==> config.mk <==
export PLATFORM = sky130hd
export DESIGN_NAME = nibble_checked_command_link
export DESIGN_NICKNAME = d
export VERILOG_FILES = /design/src/hdl/ncl_pkg.sv /design/src/hdl/ncl_ram.sv /design/src/hdl/ncl_ctrl.sv /design/src/hdl/ncl_dpath.sv /design/src/hdl/nibble_checked_command_link.sv
export SDC_FILE = /design/constraint.sdc
export NUM_CORES = 1
export LEC_CHECK = 0
export CORE_MARGIN = 3
export CORE_UTILIZATION = 25
export DETAILED_ROUTE_END_ITERATION = 16
export DONT_BUFFER_PORTS = 1
export PLACE_DENSITY = 0.46
export SYNTH_ARGS = -nofsm -noshare
export SYNTH_HDL_FRONTEND = slang
export SYNTH_SLANG_ARGS = --single-unit
==> constraint.sdc <==
create_clock -name clk -period 4.01 [get_ports clk]
set_clock_uncertainty 0.2 [all_clocks]
set_input_delay 0.6015 -clock clk [delete_from_list [all_inputs] [get_ports clk]]
set_output_delay 0.6015 -clock clk [all_outputs]
set_load 0.01 [all_outputs]
==> src/hdl/ncl_pkg.sv <==
// ----------------------------------------------------------------------------
// ncl_pkg
// Shared types and codes of the nibble-checked command link.
// ----------------------------------------------------------------------------
package ncl_pkg;

  localparam int QUEUE_DEPTH_DEF = 32;
  localparam int CODE_W          = 4;
  localparam int DATA_W          = 8;
  localparam int ITEM_W          = CODE_W + DATA_W;

  typedef enum logic [1:0] {
    CMD_QUEUE = 2'd0,
    CMD_RX    = 2'd1,
    CMD_TX    = 2'd2,
    CMD_NONE  = 2'd3
  } ncl_command_t;

  typedef enum logic [1:0] {
    STS_OK       = 2'd0,
    STS_REFUSED  = 2'd1,
    STS_MISMATCH = 2'd2,
    STS_EMPTY    = 2'd3
  } ncl_status_t;

  typedef enum logic [1:0] {
    EVT_NONE  = 2'd0,
    EVT_ALARM = 2'd1,
    EVT_KEY   = 2'd2
  } ncl_event_t;

  localparam logic [CODE_W-1:0] CODE_ALARM_LO = 4'd1;
  localparam logic [CODE_W-1:0] CODE_ALARM_HI = 4'd2;
  localparam logic [CODE_W-1:0] CODE_KEY      = 4'd6;

  typedef enum logic [1:0] {
    ST_IDLE = 2'b01,
    ST_READ = 2'b10
  } ncl_state_t;

  typedef struct packed {
    logic accept;
    logic issue_read;
    logic load_imm;
    logic load_tx;
  } ncl_ctl_t;

  typedef struct packed {
    logic q_empty;
  } ncl_sts_t;

endpackage

==> src/hdl/ncl_ram.sv <==
// ----------------------------------------------------------------------------
// ncl_ram
// Generic single-write, single-read RAM with registered read data.
// ----------------------------------------------------------------------------
module ncl_ram #(
  parameter int WIDTH = 8,
  parameter int DEPTH = 32
) (
  input  logic                     clk,
  input  logic                     we,
  input  logic [$clog2(DEPTH)-1:0] waddr,
  input  logic [WIDTH-1:0]         wdata,
  input  logic                     re,
  input  logic [$clog2(DEPTH)-1:0] raddr,
  output logic [WIDTH-1:0]         rdata
);

  logic [WIDTH-1:0] mem_r [DEPTH];

  always_ff @(posedge clk) begin
    if (we) begin
      mem_r[waddr] <= wdata;
    end
    if (re) begin
      rdata <= mem_r[raddr];
    end
  end

endmodule

==> src/hdl/ncl_ctrl.sv <==
// ----------------------------------------------------------------------------
// ncl_ctrl
// Request sequencing and result register valid control.
// ----------------------------------------------------------------------------
module ncl_ctrl
  import ncl_pkg::*;
(
  input  logic        clk,
  input  logic        rst_n,
  input  logic        in_valid,
  input  logic [1:0]  in_command,
  input  logic        out_stall,
  input  ncl_sts_t    sts,
  output logic        in_stall,
  output logic        out_valid,
  output ncl_ctl_t    ctl
);

  ncl_state_t state_r, state_nxt;
  logic       out_valid_r, out_valid_nxt;
  logic       out_free;

  assign out_free = !out_valid_r || !out_stall;

  always_comb begin
    ctl            = '0;
    ctl.accept     = (state_r == ST_IDLE) && in_valid && out_free;
    ctl.issue_read = ctl.accept && (in_command == CMD_TX) && !sts.q_empty;
    ctl.load_imm   = ctl.accept && !ctl.issue_read;
    ctl.load_tx    = (state_r == ST_READ);
  end

  assign in_stall = !((state_r == ST_IDLE) && out_free);

  always_comb begin
    state_nxt = state_r;
    unique case (state_r)
      ST_IDLE: begin
        if (ctl.issue_read) begin
          state_nxt = ST_READ;
        end
      end
      ST_READ: begin
        state_nxt = ST_IDLE;
      end
      default: begin
        state_nxt = ST_IDLE;
      end
    endcase
  end

  always_comb begin
    out_valid_nxt = out_valid_r;
    priority if (ctl.load_imm || ctl.load_tx) begin
      out_valid_nxt = 1'b1;
    end else if (!out_stall) begin
      out_valid_nxt = 1'b0;
    end else begin
      out_valid_nxt = out_valid_r;
    end
  end

  always_ff @(posedge clk) begin
    if (!rst_n) begin
      state_r     <= ST_IDLE;
      out_valid_r <= 1'b0;
    end else begin
      state_r     <= state_nxt;
      out_valid_r <= out_valid_nxt;
    end
  end

  assign out_valid = out_valid_r;

endmodule

==> src/hdl/ncl_dpath.sv <==
// ----------------------------------------------------------------------------
// ncl_dpath
// Command ring, frame check and decode, alarm register and result register.
// ----------------------------------------------------------------------------
module ncl_dpath
  import ncl_pkg::*;
#(
  parameter int QUEUE_DEPTH = QUEUE_DEPTH_DEF
) (
  input  logic              clk,
  input  logic              rst_n,
  input  ncl_ctl_t          ctl,
  output ncl_sts_t          sts,
  input  logic              cfg_we,
  input  logic              cfg_link_enable,
  input  logic [1:0]        in_command,
  input  logic [CODE_W-1:0] in_out_code,
  input  logic [DATA_W-1:0] in_out_data,
  input  logic [7:0]        in_rx_first_byte,
  input  logic [7:0]        in_rx_second_byte,
  output logic [1:0]        out_status,
  output logic              out_tx_valid,
  output logic [7:0]        out_tx_first_byte,
  output logic [7:0]        out_tx_second_byte,
  output logic [1:0]        out_event_kind,
  output logic [15:0]       out_event_value,
  output logic [CODE_W-1:0] out_rx_code,
  output logic [DATA_W-1:0] out_rx_data
);

  localparam int PTR_W = $clog2(QUEUE_DEPTH);
  localparam logic [PTR_W-1:0] PTR_LAST = PTR_W'(QUEUE_DEPTH - 1);

  logic [PTR_W-1:0]  rd_ptr_r, rd_ptr_nxt;
  logic [PTR_W-1:0]  wr_ptr_r, wr_ptr_nxt;
  logic [PTR_W-1:0]  wr_ptr_inc, rd_ptr_inc;
  logic [15:0]       alarm_r, alarm_nxt;
  logic              link_en_r;
  logic              q_full;
  logic              ram_we;
  logic [ITEM_W-1:0] ram_rdata;

  logic [CODE_W-1:0] rx_hi;
  logic [DATA_W-1:0] rx_d;
  logic              rx_ok;

  logic [1:0]        status_nxt;
  logic [1:0]        event_kind_nxt;
  logic [15:0]       event_value_nxt;
  logic [CODE_W-1:0] rx_code_nxt;
  logic [DATA_W-1:0] rx_data_nxt;
  logic [CODE_W-1:0] tx_code;
  logic [DATA_W-1:0] tx_data;

  assign wr_ptr_inc  = (wr_ptr_r == PTR_LAST) ? '0 : wr_ptr_r + 1'b1;
  assign rd_ptr_inc  = (rd_ptr_r == PTR_LAST) ? '0 : rd_ptr_r + 1'b1;
  assign q_full      = (wr_ptr_inc == rd_ptr_r);
  assign sts.q_empty = (rd_ptr_r == wr_ptr_r);

  assign ram_we = ctl.accept && (in_command == CMD_QUEUE) && link_en_r && !q_full;

  ncl_ram #(
    .WIDTH (ITEM_W),
    .DEPTH (QUEUE_DEPTH)
  ) u_ram (
    .clk   (clk),
    .we    (ram_we),
    .waddr (wr_ptr_r),
    .wdata ({in_out_code, in_out_data}),
    .re    (ctl.issue_read),
    .raddr (rd_ptr_r),
    .rdata (ram_rdata)
  );

  assign wr_ptr_nxt = ram_we ? wr_ptr_inc : wr_ptr_r;
  assign rd_ptr_nxt = ctl.issue_read ? rd_ptr_inc : rd_ptr_r;

  assign rx_hi = in_rx_first_byte[7:4];
  assign rx_d  = {in_rx_first_byte[3:0], in_rx_second_byte[7:4]};
  assign rx_ok = (rx_hi == ~in_rx_second_byte[3:0]);

  always_comb begin
    status_nxt      = STS_OK;
    event_kind_nxt  = EVT_NONE;
    event_value_nxt = '0;
    rx_code_nxt     = '0;
    rx_data_nxt     = '0;
    alarm_nxt       = alarm_r;
    unique case (in_command)
      CMD_QUEUE: begin
        if (!link_en_r || q_full) begin
          status_nxt = STS_REFUSED;
        end
      end
      CMD_RX: begin
        if (!rx_ok) begin
          status_nxt = STS_MISMATCH;
        end else begin
          rx_code_nxt = rx_hi;
          rx_data_nxt = rx_d;
          priority if (rx_hi == CODE_ALARM_LO) begin
            alarm_nxt       = {alarm_r[15:8], rx_d};
            event_kind_nxt  = EVT_ALARM;
            event_value_nxt = alarm_nxt;
          end else if (rx_hi == CODE_ALARM_HI) begin
            alarm_nxt       = {rx_d, alarm_r[7:0]};
            event_kind_nxt  = EVT_ALARM;
            event_value_nxt = alarm_nxt;
          end else if (rx_hi == CODE_KEY) begin
            event_kind_nxt  = EVT_KEY;
            event_value_nxt = {8'h00, rx_d};
          end else begin
            event_kind_nxt  = EVT_NONE;
          end
        end
      end
      CMD_TX: begin
        if (sts.q_empty) begin
          status_nxt = STS_EMPTY;
        end
      end
      default: begin
        status_nxt = STS_OK;
      end
    endcase
  end

  assign tx_code = ram_rdata[ITEM_W-1:DATA_W];
  assign tx_data = ram_rdata[DATA_W-1:0];

  always_ff @(posedge clk) begin
    if (!rst_n) begin
      rd_ptr_r  <= '0;
      wr_ptr_r  <= '0;
      alarm_r   <= '0;
      link_en_r <= 1'b1;
    end else begin
      rd_ptr_r <= rd_ptr_nxt;
      wr_ptr_r <= wr_ptr_nxt;
      if (ctl.accept) begin
        alarm_r <= alarm_nxt;
      end
      if (cfg_we) begin
        link_en_r <= cfg_link_enable;
      end
    end
  end

  always_ff @(posedge clk) begin
    if (ctl.load_tx) begin
      out_status         <= STS_OK;
      out_tx_valid       <= 1'b1;
      out_tx_first_byte  <= {tx_code, tx_data[7:4]};
      out_tx_second_byte <= {tx_data[3:0], ~tx_code};
      out_event_kind     <= EVT_NONE;
      out_event_value    <= '0;
      out_rx_code        <= '0;
      out_rx_data        <= '0;
    end else if (ctl.load_imm) begin
      out_status         <= status_nxt;
      out_tx_valid       <= 1'b0;
      out_tx_first_byte  <= '0;
      out_tx_second_byte <= '0;
      out_event_kind     <= event_kind_nxt;
      out_event_value    <= event_value_nxt;
      out_rx_code        <= rx_code_nxt;
      out_rx_data        <= rx_data_nxt;
    end
  end

endmodule

==> src/hdl/nibble_checked_command_link.sv <==
// ----------------------------------------------------------------------------
// nibble_checked_command_link
// Host side of a two-byte serial command link with a command ring and
// nibble-checked receive decode.
//
//   Channel  Direction  Handshake             Payload
//   in       input      in_valid / in_stall   command, outbound item, rx pair
//   out      output     out_valid / out_stall status, tx pair, event, rx decode
//   cfg      input      cfg_valid / cfg_ready link_enable
//
// Queue, receive and unused requests load the result register at acceptance;
// a transmit from a non-empty ring first reads the registered read port of
// the ring memory and loads the result register from it in the READ state.
// A new request is accepted whenever the result register is free or being
// drained in the same cycle, so back-to-back requests run at one per cycle
// apart from transmits. Reset is synchronous and leaves the ring empty,
// the alarm register zero and the link enabled.
// ----------------------------------------------------------------------------
module nibble_checked_command_link
  import ncl_pkg::*;
#(
  parameter int QUEUE_DEPTH = QUEUE_DEPTH_DEF
) (
  input  logic              clk,
  input  logic              rst_n,
  input  logic              in_valid,
  output logic              in_stall,
  input  logic [1:0]        in_command,
  input  logic [CODE_W-1:0] in_out_code,
  input  logic [DATA_W-1:0] in_out_data,
  input  logic [7:0]        in_rx_first_byte,
  input  logic [7:0]        in_rx_second_byte,
  output logic              out_valid,
  input  logic              out_stall,
  output logic [1:0]        out_status,
  output logic              out_tx_valid,
  output logic [7:0]        out_tx_first_byte,
  output logic [7:0]        out_tx_second_byte,
  output logic [1:0]        out_event_kind,
  output logic [15:0]       out_event_value,
  output logic [CODE_W-1:0] out_rx_code,
  output logic [DATA_W-1:0] out_rx_data,
  input  logic              cfg_valid,
  output logic              cfg_ready,
  input  logic              cfg_link_enable
);

  ncl_ctl_t ctl;
  ncl_sts_t sts;

  assign cfg_ready = 1'b1;

  ncl_ctrl u_ctrl (
    .clk        (clk),
    .rst_n      (rst_n),
    .in_valid   (in_valid),
    .in_command (in_command),
    .out_stall  (out_stall),
    .sts        (sts),
    .in_stall   (in_stall),
    .out_valid  (out_valid),
    .ctl        (ctl)
  );

  ncl_dpath #(
    .QUEUE_DEPTH (QUEUE_DEPTH)
  ) u_dpath (
    .clk                (clk),
    .rst_n              (rst_n),
    .ctl                (ctl),
    .sts                (sts),
    .cfg_we             (cfg_valid && cfg_ready),
    .cfg_link_enable    (cfg_link_enable),
    .in_command         (in_command),
    .in_out_code        (in_out_code),
    .in_out_data        (in_out_data),
    .in_rx_first_byte   (in_rx_first_byte),
    .in_rx_second_byte  (in_rx_second_byte),
    .out_status         (out_status),
    .out_tx_valid       (out_tx_valid),
    .out_tx_first_byte  (out_tx_first_byte),
    .out_tx_second_byte (out_tx_second_byte),
    .out_event_kind     (out_event_kind),
    .out_event_value    (out_event_value),
    .out_rx_code        (out_rx_code),
    .out_rx_data        (out_rx_data)
  );

endmodule

**Word-level counts from Yosys, hierarchy flattened**

Memories as Yosys holds them, arrays and structs flattened. A register that Yosys moved wholly into a read port is not among the register bits.
Index checks and enable logic that the tools add are counted.
W data, S select, Z words.

- Bits in registers: 79
- Memory bits (writable): 384
- Input port bits: 36
- Output and inout port bits: 52
- Word-level logic and storage cells: 86
- Memories kept: 1

- Add/subtract/negate cells: 2
- Equal/unequal tests: 13
- Muxes and demuxes: 28
- Bitwise logic cells: 3
- Reductions and logical operators: 24

Memories:

| memory | words | width | rd ports | clocked after memory_dff | wr ports | RTL line | source |
|---|---|---|---|---|---|---|---|
| u_dpath.u_ram.mem_r | 32 | 12 | 1 | 1 | 1 | ncl_ram.sv:18 | `logic [WIDTH-1:0] mem_r [DEPTH];` |

Operator list:

| operator | count |
|---|---|
| $mux W16 | 4 |
| $mux W8 | 7 |
| $mux W2 | 7 |
| $add A5 B1 Y5 const B | 2 |
| $eq A5 B5 Y1 | 2 |
| $eq A5 B5 Y1 const B | 2 |
| $mux W5 | 2 |
| $logic_and A1 B1 Y1 | 9 |
| $mux W4 | 2 |
| $not A4 Y4 | 2 |
| $logic_not A1 Y1 | 7 |
| $pmux W2 S3 | 1 |
| $mux W1 | 5 |
| $reduce_and A5 Y1 | 1 |
| $eq A2 B1 Y1 const B | 2 |
| $eq A2 B2 Y1 const B | 2 |
| $eq A4 B1 Y1 const B | 1 |
| $eq A4 B2 Y1 const B | 1 |
| $eq A4 B3 Y1 const B | 1 |
| $eq A4 B4 Y1 | 1 |
| $reduce_and A4 Y1 | 1 |
| $logic_or A1 B1 Y1 | 3 |
| $logic_not A2 Y1 | 1 |
| $ne A2 B1 Y1 const B | 1 |
| 3 further kinds | 3 |

**Depth between registers and ports, before layout**

Gate-level depths: netlist (run 1).

- Word-level depth: 9
- Gate-level depth with buffers: 11

**Hierarchy**

A second synthesis (run 1) with hierarchy kept.

- Cells, all modules: 1194
- Area, all modules: 19004.5 um2

Modules (own cells, without submodules):

| module | instances | cells an instance | area each (um2) | sequential area each (um2) |
|---|---|---|---|---|
| ncl_ram | 1 | 868 | 15588.7 | 11891.4 |
| ncl_dpath | 1 | 305 | 3240.6 | 1681.6 |
| ncl_ctrl | 1 | 19 | 163.9 | 60.1 |
| nibble_checked_command_link | 1 | 2 | 11.3 | 0.0 |

**Worst setup path before layout (run 1)**

Ideal clock, no wire load.

- Kind: register to register
- Start point: reg u_dpath.wr_ptr_r[0]
- End point: mem u_dpath.u_ram.mem_r[26][0] (netlist name) (enable)
- Setup time: 0.355 ns
- Arrival time: 2.673 ns
- Data required time: 3.455 ns
- Path slack: 0.782 ns
- Stages on the path, launching flop included: 11
- Buffers on the path: 2
- Clock period less this slack: 3.228 ns
- Cell sequence: dfxtp_1 ha_1 clkbuf_1 and3_1 ha_1 nor2b_1 mux2i_1 xor2_1 a311oi_2 clkbuf_1 and3_1

- Longest elaborated chain between the ends: 7
- Elaborated cells between the ends (all ways): 8

Ends and longest elaborated chain:

| item | RTL line | source |
|---|---|---|
| from (decl) | ncl_dpath.sv:35 | `logic [PTR_W-1:0] wr_ptr_r, wr_ptr_nxt;` |
| from (signal assigned) | ncl_dpath.sv:139 | `wr_ptr_r <= wr_ptr_nxt;` |
| $add A5 B1 Y5 or $eq A5 B5 Y1 (tied branches) | ncl_dpath.sv:55 | `assign wr_ptr_inc = (wr_ptr_r == PTR_LAST) ? '0 : wr_ptr_r + 1'b1;` |
| $mux W5 | ncl_dpath.sv:55 |  |
| $eq A5 B5 Y1 | ncl_dpath.sv:57 | `assign q_full = (wr_ptr_inc == rd_ptr_r);` |
| $logic_not A1 Y1 | ncl_dpath.sv:60 | `assign ram_we = ctl.accept && (in_command == CMD_QUEUE) && link_en_r && !q_full;` |
| $logic_and A1 B1 Y1 | ncl_dpath.sv:60 |  |
| $mux W1 | ncl_ram.sv:21 | `if (we) begin` |
| $mux W1 (not written as such) | ncl_ram.sv:22 | `mem_r[waddr] <= wdata;` |
| to (decl) | ncl_ram.sv:18 |  |

Parallel ways exist; a longest one is shown, timed or not.

**Final worst setup path (run 1)**

- Start point: reg u_dpath.wr_ptr_r[2]
- End point: mem u_dpath.u_ram.mem_r[6][4] (netlist name) (enable)

The elaborated chain is that of the path after synthesis.

==> results of run 1 <==
how the worst min path moves through the flow:
stage                                     end  cells after the start
CTS                 u_dpath.out_event_kind[1]                      2
floorplan                  u_dpath.alarm_r[2]                      2
detailed placement         u_dpath.alarm_r[3]                      2
global route        u_dpath.out_event_kind[1]                      2
finish              u_dpath.out_event_kind[1]                      2
global placement           u_dpath.alarm_r[3]                      2
layout make-up:
type	instances	share of cell area
diodes	2	0.000231
clock buffers	73	0.0649
clock inverters	16	0.00871
inverters	4	0.000692
multi-input cells	416	0.214
flip-flops and latches	475	0.629
well taps	959	0.0553
repair buffers	50	0.0277
repair_timing:
item | in CTS | in global routing
endpoints found under the hold margin | 440 | 0
hold buffers | 27 | 0
setup endpoints to repair | 0 | 0
power by group:
part | internal [mW] | switching, mW | leakage (nW)
registers | 5.38 | 0.0206 | 4.23
logic | 0.0839 | 0.159 | 1.78
clock network | 2.68 | 1.84 | 0.766
synthesized netlist by cell type (all sizes together) (2+ instances only):
cell    number
xor2         9
ha           7
dfxtp       63
nor2b       10
or3          2
buf         26
mux4       120
xnor2        6
a22oi       10
nor2        12
inv          4
o21ai        7
and2        14
a21boi      17
edfxtp     412
clkbuf      25
or4          2
nor4b        2
nor3         4
and3b        3
a21oi        8
and3        38
nor3b        5
a31oi        2
nand2b       4
nor4bb       3
nand3       10
a22o        13
a32o         2
nand2       78
mux2        12
a21o         2
mux2i        6
flip-flops by register name, indices dropped and copies added (netlist names):
register	flops
u_dpath.link_en_r	1
u_dpath.alarm_r	16
u_dpath.wr_ptr_r	5
u_dpath.out_event_value	16
u_dpath.out_tx_second_byte	8
u_ctrl.state_r	2
u_dpath.out_event_kind	2
u_dpath.u_ram.rdata	12
u_ctrl.out_valid	1
u_dpath.out_rx_data	8
u_dpath.out_tx_valid	1
u_dpath.out_status	2
u_dpath.out_tx_first_byte	8
u_dpath.out_rx_code	4
u_dpath.u_ram.mem_r	384
u_dpath.rd_ptr_r	5
layer usage:
| metal | up-vias | track usage | wire length, µm |
|---|---|---|---|
| met5 | - | 0 | 0 |
| met4 | 0 | 0.0311 | 828 |
| met2 | 285 | 0.171 | 19900 |
| met1 | 4565 | 0.170 | 21400 |
| li1 | 3935 | - | - |
| met3 | 53 | 0.0248 | 2870 |
kinds of logic (layout without fill, tap and decap cells):
family	after synthesis	in the layout	share of synthesized area
DFF	475	475	0.737
and+or+nand+nor	189	189	0.0539
muxes	138	138	0.157
AOI/OAI and AO/OA	66	66	0.0274
buffers and inverters	55	143	0.0136
xor gates and xnor gates	15	15	0.00710
adders and majority gates	7	7	0.00473
other	1	3	0.000203
critical path, cell delays in order, from the launching register on:
cell,delay (ns)
sky130_fd_sc_hd__dfxtp_1,0.62
sky130_fd_sc_hd__and3_1,0.25
sky130_fd_sc_hd__ha_1,0.33
sky130_fd_sc_hd__nor2_1,0.07
sky130_fd_sc_hd__mux2i_1,0.17
sky130_fd_sc_hd__xor2_1,0.13
sky130_fd_sc_hd__a311oi_4,0.30
sky130_fd_sc_hd__buf_4,0.38
sky130_fd_sc_hd__and3_1,0.66
==> insert_results.sql, run 1 <==
INSERT INTO impl_metrics (metric_group, metric, value, unit) VALUES
('outcome', 'outcome', 'complete, no violations', ''),
('placement', 'pre_cts_ws', '0.559', 'ns'),
('synth', 'seq_area_frac_synth', '0.737', ''),
('global_routing', 'grt_max_degree', '50', ''),
('synth', 'postSynthRegisterBits', '475', ''),
('critical_path', 'type_of_element_launching_the_critical_path', 'register', ''),
('floorplan', 'fp-row-count', '99', ''),
('route', 'vias', '8838', ''),
('layout', 'area_used_by_multi_input_combinational_logic', '4640', 'µm²'),
('clock_network', 'cts_setup_buffers', '0', ''),
('synth', 'ys.flop_type', 'sky130_fd_sc_hd__edfxtp_1', ''),
('synth', 'postSynthCellCount', '946', ''),
('layout', 'n_fill_cell', '7096', ''),
('critical_path', 'critical_path.reg2reg.endpoint', 'u_dpath.u_ram.mem_r[6][4]', ''),
('critical_path', 'r2r_cells', '8', ''),
('sta', 'fin_hold_ws', '0.0593', 'ns'),
('placement', 'post-place-cells', '1877', ''),
('synth', 'post_synth_instance_area', '18500', 'µm²'),
('worst_hold_path', 'hold_startpoint', 'in_rx_first_byte[4]', ''),
('floorplan', 'boundaryPins', '88', ''),
('sta', 'number_of_endpoints_failing_setup_at_the_final_stage', '0', ''),
('global_routing', 'leftover_overflow_at_the_end_of_global_routing', '0', ''),
('synth', 'synth_fp_nets', '989', ''),
('clock_network', 'cts_clk_pin_slew_worst_paths', '0.06', 'ns'),
('placement', 'gpl.final_weighted_congestion', '0.743', ''),
('critical_path', 'r2r_start', 'u_dpath.wr_ptr_r[2]', ''),
('sta', 'post-route-worst-setup-slack', '0.511', 'ns'),
('clock_network', 'clock_sink_count', '475', ''),
('critical_path', 'path_class', 'reg2reg', ''),
('route', 'postRouteWirelength', '45000', 'µm'),
('sta', 'clock.fmax', '0.286', 'GHz'),
('worst_hold_path', 'hold_class', 'in2reg', ''),
('floorplan', 'fp.dieW', '278', 'µm'),
('clock_network', 'root_buffer_master', 'sky130_fd_sc_hd__clkbuf_16', ''),
('route', 'drtPass1Iterations', '4', ''),
('synth', 'yosys-top-cells-area', 'sky130_fd_sc_hd__edfxtp_1 67%, sky130_fd_sc_hd__mux4_2 15%, sky130_fd_sc_hd__dfxtp_1 6.8%', ''),
('route', 'average_wire_length_per_cell_after_detail_routing', '22.5', 'µm'),
('placement', 'place.detailed.hpwl', '28500', 'µm'),
('route', 'first_iter_violations', '771', ''),
('critical_path', 'startpoint', 'u_dpath.wr_ptr_r[2]', ''),
('floorplan', 'floorplan.initialDensity', '0.253', ''),
('route', 'drc_viols', '0', ''),
('layout', 'regArea', '13600', 'µm²'),
('placement', 'dpl_cell_area', '19700', 'µm²'),
('synth', 'share_of_synthesized_registers_carrying_an_async_set_or_reset', '0', ''),
('critical_path', 'worstPathArrival', '3.50', 'ns'),
('critical_path', 'end_kind', 'register', ''),
('layout', 'layout-drive-gt1-share', '0.240', ''),
('clock_network', 'insertion_delay', '0.57', 'ns'),
('clock_network', 'tritoncts_clock_tree', 'built', ''),
('synth', 'synth.largest_area_cell', 'sky130_fd_sc_hd__edfxtp_1', ''),
('sta', 'final.period_utilization', '0.873', ''),
('critical_path', 'timing.reg2reg.setup_slack', '0.51', 'ns'),
('global_routing', 'grt_total_usage', '0.115', ''),
('layout', 'final-instance-count-excl-fill', '1995', ''),
('layout', 'areaGrowthSynthToFinish', '17.2', '%'),
('sta', 'report.final.hold_viol_count', '0', ''),
('critical_path', 'critical_path_peak_fanout', '33', ''),
('clock_network', 'numCtsBuffers', '49', ''),
('power_and_ir_drop', 'irDropWorstVdd', '0.265', 'mV'),
('sta', 'slew_viol_final', '0', ''),
('synth', 'yosysUniqueCellTypes', '51', ''),
('route', 'via_per_inst', '4.43', ''),
('global_routing', 'global_route_wire_length_before_repair', '65400', 'µm'),
('layout', 'post-route-util', '0.296', ''),
('clock_network', 'cts_resized', '0', ''),
('power_and_ir_drop', 'power.density_cell_area', '469', 'nW/µm²'),
('synth', 'synth_enable_flop_cells', '412', ''),
('synth', 'post-synth-top-area-fraction', '0.668', ''),
('route', 'drtAntennaViolNets', '0', ''),
('layout', 'non_filler_cell_area_final', '21700', 'µm²');
Note: power is estimated with default switching activity, not from simulation.
==> run 2: changes to the inputs <==
--- a/config.mk
+++ b/config.mk
@@ -5,6 +5,7 @@
 export SDC_FILE = /design/constraint.sdc
 export NUM_CORES = 1
 export LEC_CHECK = 0
+export ABC_AREA = 0
 export CORE_MARGIN = 3
 export CORE_UTILIZATION = 25
 export DETAILED_ROUTE_END_ITERATION = 16
==> constraint.sdc (replaced) <==
create_clock -name clk -period 4.3 [get_ports clk]
set_clock_uncertainty 0.2 [all_clocks]
set_input_delay 0.645 -clock clk [delete_from_list [all_inputs] [get_ports clk]]
set_output_delay 0.645 -clock clk [all_outputs]
set_load 0.1 [all_outputs]
==> run 2 against run 1 <==
  * Global-route usage increased by 0.51 points
  * Fmax is 3.6% higher
  * Worst setup slack better by 0.41 ns
  * First-iteration DRC count increased by 14%
  * Die area stayed put
  * Count of clock-buffer cells in the layout increased by 7
  * Critical path type unchanged
  * Critical endpoint is now u_dpath.u_ram.mem_r[20][11]
  * Largest power group unchanged
  * Highest routed layer unchanged
==> insert_results.sql, run 2 (synthesis results as in run 1) <==
INSERT INTO impl_metrics (metric_group, metric, value, unit) VALUES
('outcome', 'outcome', 'complete, no violations', ''),
('layout', 'areaGrowthSynthToFinish', '18.1', '%'),
('sta', 'number_of_endpoints_failing_setup_at_the_final_stage', '0', ''),
('global_routing', 'global_route_wire_length_before_repair', '68300', 'µm'),
('clock_network', 'numCtsBuffers', '51', ''),
('floorplan', 'die_h', '278', 'µm'),
('placement', 'pre_cts_ws', '0.975', 'ns'),
('critical_path', 'path_class', 'reg2reg', ''),
('critical_path', 'r2r_cells', '8', ''),
('critical_path', 'slowest_stage_cell_crit_path', 'sky130_fd_sc_hd__dfxtp_1', ''),
('route', 'drtAntennaViolNets', '0', ''),
('sta', 'tightest_slew', '1.05', 'ns'),
('sta', 'slew_viol_final', '0', ''),
('critical_path', 'critical_path.reg2reg.endpoint', 'u_dpath.u_ram.mem_r[20][11]', ''),
('route', 'drc_viols', '0', ''),
('clock_network', 'insertion_delay', '0.58', 'ns'),
('sta', 'final.period_utilization', '0.786', ''),
('global_routing', 'globalRouteMet3Util', '0.0282', ''),
('sta', 'unrepaired_setup_endpoints_after_global_routing', 'no', ''),
('power_and_ir_drop', 'irDropWorstVdd', '0.248', 'mV'),
('clock_network', 'cts-htree-levels', '2', ''),
('sta', 'report.final.hold_viol_count', '0', ''),
('layout', 'final_nets', '1055', ''),
('worst_hold_path', 'hold_class', 'in2reg', ''),
('global_routing', 'grt_pass1_vias', '9324', ''),
('layout', 'reg.largest.list', 'u_dpath.u_ram.mem_r (384), u_dpath.alarm_r (16), u_dpath.out_event_value (16)', ''),
('clock_network', 'cts_setup_buffers', '0', ''),
('floorplan', 'fp.coreArea', '73200', 'µm²'),
('placement', 'place.detailed.hpwl', '28900', 'µm'),
('global_routing', 'grt_util_met1', '0.177', ''),
('route', 'postRouteWirelength', '46800', 'µm'),
('critical_path', 'worst-endpoint-required', '4.31', 'ns'),
('layout', 'largest_register_ffs', '384', ''),
('placement', 'gpl.final_weighted_congestion', '0.744', ''),
('worst_hold_path', 'min_to', 'u_dpath.out_event_value[9]', ''),
('global_routing', 'antenna_found_initial', '1', ''),
('global_routing', 'grt.busiest_layer', 'met2', ''),
('critical_path', 'r2r_start', 'u_dpath.wr_ptr_r[2]', ''),
('floorplan', 'floorplan.die_area', '77300', 'µm²'),
('sta', 'post-route-worst-setup-slack', '0.921', 'ns'),
('global_routing', 'grt_max_degree', '42', ''),
('critical_path', 'type_of_element_launching_the_critical_path', 'register', ''),
('sta', 'totalNegativeSetupSlack', '0', 'ns'),
('power_and_ir_drop', 'power.density_cell_area', '439', 'nW/µm²'),
('critical_path', 'worstPathArrival', '3.39', 'ns'),
('clock_network', 'bufs_on_longest_clock_path', '3', ''),
('layout', 'layout-drive-gt1-share', '0.251', ''),
('clock_network', 'cts_clk_pin_slew_worst_paths', '0.06', 'ns'),
('layout', 'non_filler_cell_area_final', '21900', 'µm²'),
('clock_network', 'cts_resized', '0', ''),
('route', 'via_per_inst', '4.52', ''),
('route', 'average_wire_length_per_cell_after_detail_routing', '23.2', 'µm'),
('critical_path', 'critical_path_cell_by_cell', 'and3_1 -> ha_1 -> nor2_1 -> mux2i_1 -> xor2_1 -> a311oi_4 -> buf_12 -> and3_1', ''),
('route', 'vias', '9102', ''),
('route', 'first_iter_violations', '877', ''),
('layout', 'max_flop_register', 'u_dpath.u_ram.mem_r', ''),
('clock_network', 'tritoncts_clock_tree', 'built', ''),
('run', 'cap_viol_max_count', '0', ''),
('worst_hold_path', 'whs_path_depth', '2', ''),
('layout', 'diodes', '0', ''),
('placement', 'dpl_cell_area', '19800', 'µm²'),
('critical_path', 'end_kind', 'register', ''),
('floorplan', 'fp-row-count', '99', ''),
('floorplan', 'floorplan.initialDensity', '0.253', ''),
('critical_path', 'timing.reg2reg.setup_slack', '0.92', 'ns'),
('global_routing', 'leftover_overflow_at_the_end_of_global_routing', '0', ''),
('clock_network', 'root_buffer_master', 'sky130_fd_sc_hd__clkbuf_16', ''),
('global_routing', 'globalRouteMet2Util', '0.179', ''),
('route', 'drtPass1Iterations', '4', ''),
('layout', 'layout_commonest_cell', 'sky130_fd_sc_hd__edfxtp_1', ''),
('global_routing', 'grt_total_usage', '0.120', ''),
('clock_network', 'clock_sink_count', '475', ''),
('critical_path', 'timing.critical_path.slowest_cell_delay', '0.62', 'ns'),
('critical_path', 'critical_path_peak_fanout', '41', ''),
('worst_hold_path', 'hold_startpoint', 'in_rx_second_byte[5]', ''),
('power_and_ir_drop', 'cellLeakagePower', '6.90', 'nW'),
('sta', 'fin_hold_ws', '0.0402', 'ns'),
('sta', 'relSlewSlack', '0.297', ''),
('layout', 'final_cell_mix', '412 x sky130_fd_sc_hd__edfxtp_1, 120 x sky130_fd_sc_hd__mux4_2, 78 x sky130_fd_sc_hd__nand2_1', ''),
('critical_path', 'timing.critical_path.mode_cell', 'sky130_fd_sc_hd__and3_1', ''),
('floorplan', 'boundaryPins', '88', ''),
('sta', 'clock.fmax', '0.296', 'GHz'),
('floorplan', 'fp.dieW', '278', 'µm'),
('sta', 'min_period', '3.38', 'ns'),
('placement', 'port-buffer-count', '0', '');
## run 2: cell count changes in the layout (fill, tap and decap cells not counted), moves of 3 or more
cell,before,now
sky130_fd_sc_hd__clkinv_2,2,7
sky130_fd_sc_hd__clkbuf_16,51,56
sky130_fd_sc_hd__bufinv_16,4,0
sky130_fd_sc_hd__buf_4,20,31
sky130_fd_sc_hd__clkinv_1,5,8
sky130_fd_sc_hd__clkinvlp_4,3,0
## run 2: what timing repair did
| item | in CTS | in global routing |
|---|---|---|
| endpoints found under the hold margin | 429 | 0 |
| setup endpoints to repair | 0 | 0 |
| hold buffers | 28 | 0 |
## run 2: metal layers
layer	part of all wire	wire [µm]
met4	0.016	751
met3	0.066	3100
met2	0.44	20600
met5	0	0
met1	0.48	22300
## run 2: power by group
part / internal [mW] / switching [mW] / total (mW)
Sequential: 5.02 / 0.105 / 5.13
Combinational: 0.0808 / 0.165 / 0.246
Clock: 2.48 / 1.75 / 4.23
## run 2: area by class of cell
| type | instances | area, µm² |
|---|---|---|
| fill | 7063 | 51400 |
| sequential | 475 | 13600 |
| inverter | 4 | 15.0 |
| multi-input combinational | 416 | 4640 |
| tap | 959 | 1200 |
| clock buffer | 80 | 1560 |
| timing repair buffer | 64 | 733 |
| clock inverter | 15 | 65.1 |
## run 2: worst max-delay path: cells and delay by family (launching register included)
kind                     cells  cell delay [ns]
multiplexers                 1             0.19
buffers and inverters        1             0.24
XOR/XNOR                     1             0.14
AND/OR/NAND/NOR              3             0.92
AO/OA/AOI/OAI                1             0.37
flip-flops                   1             0.62
adder cells (fa/ha/maj)      1             0.31
## run 2: worst max path at each step
stage / startpoint / endpoint / slack (ns) / cells after the start
detailed placement: u_dpath.wr_ptr_r[2] / u_dpath.u_ram.mem_r[5][3] / 0.97 / 8
CTS: u_dpath.wr_ptr_r[2] / u_dpath.u_ram.mem_r[5][2] / 0.96 / 8
global placement: u_dpath.wr_ptr_r[2] / u_dpath.u_ram.mem_r[5][7] / 1.04 / 8
finish: u_dpath.wr_ptr_r[2] / u_dpath.u_ram.mem_r[20][11] / 0.92 / 8
global route: u_dpath.wr_ptr_r[2] / u_dpath.u_ram.mem_r[20][11] / 0.70 / 8
floorplan: u_dpath.wr_ptr_r[0] / u_dpath.u_ram.mem_r[26][0] / 1.07 / 10
## run 2: metrics by stage
step,std cells,total power [mW],utilization
global route,2013,9.92,0.299
finish,2013,9.60,0.299
global placement,1890,5.35,0.271
detailed placement,1890,5.35,0.271
floorplan,946,5.31,-
CTS,2013,9.72,0.299
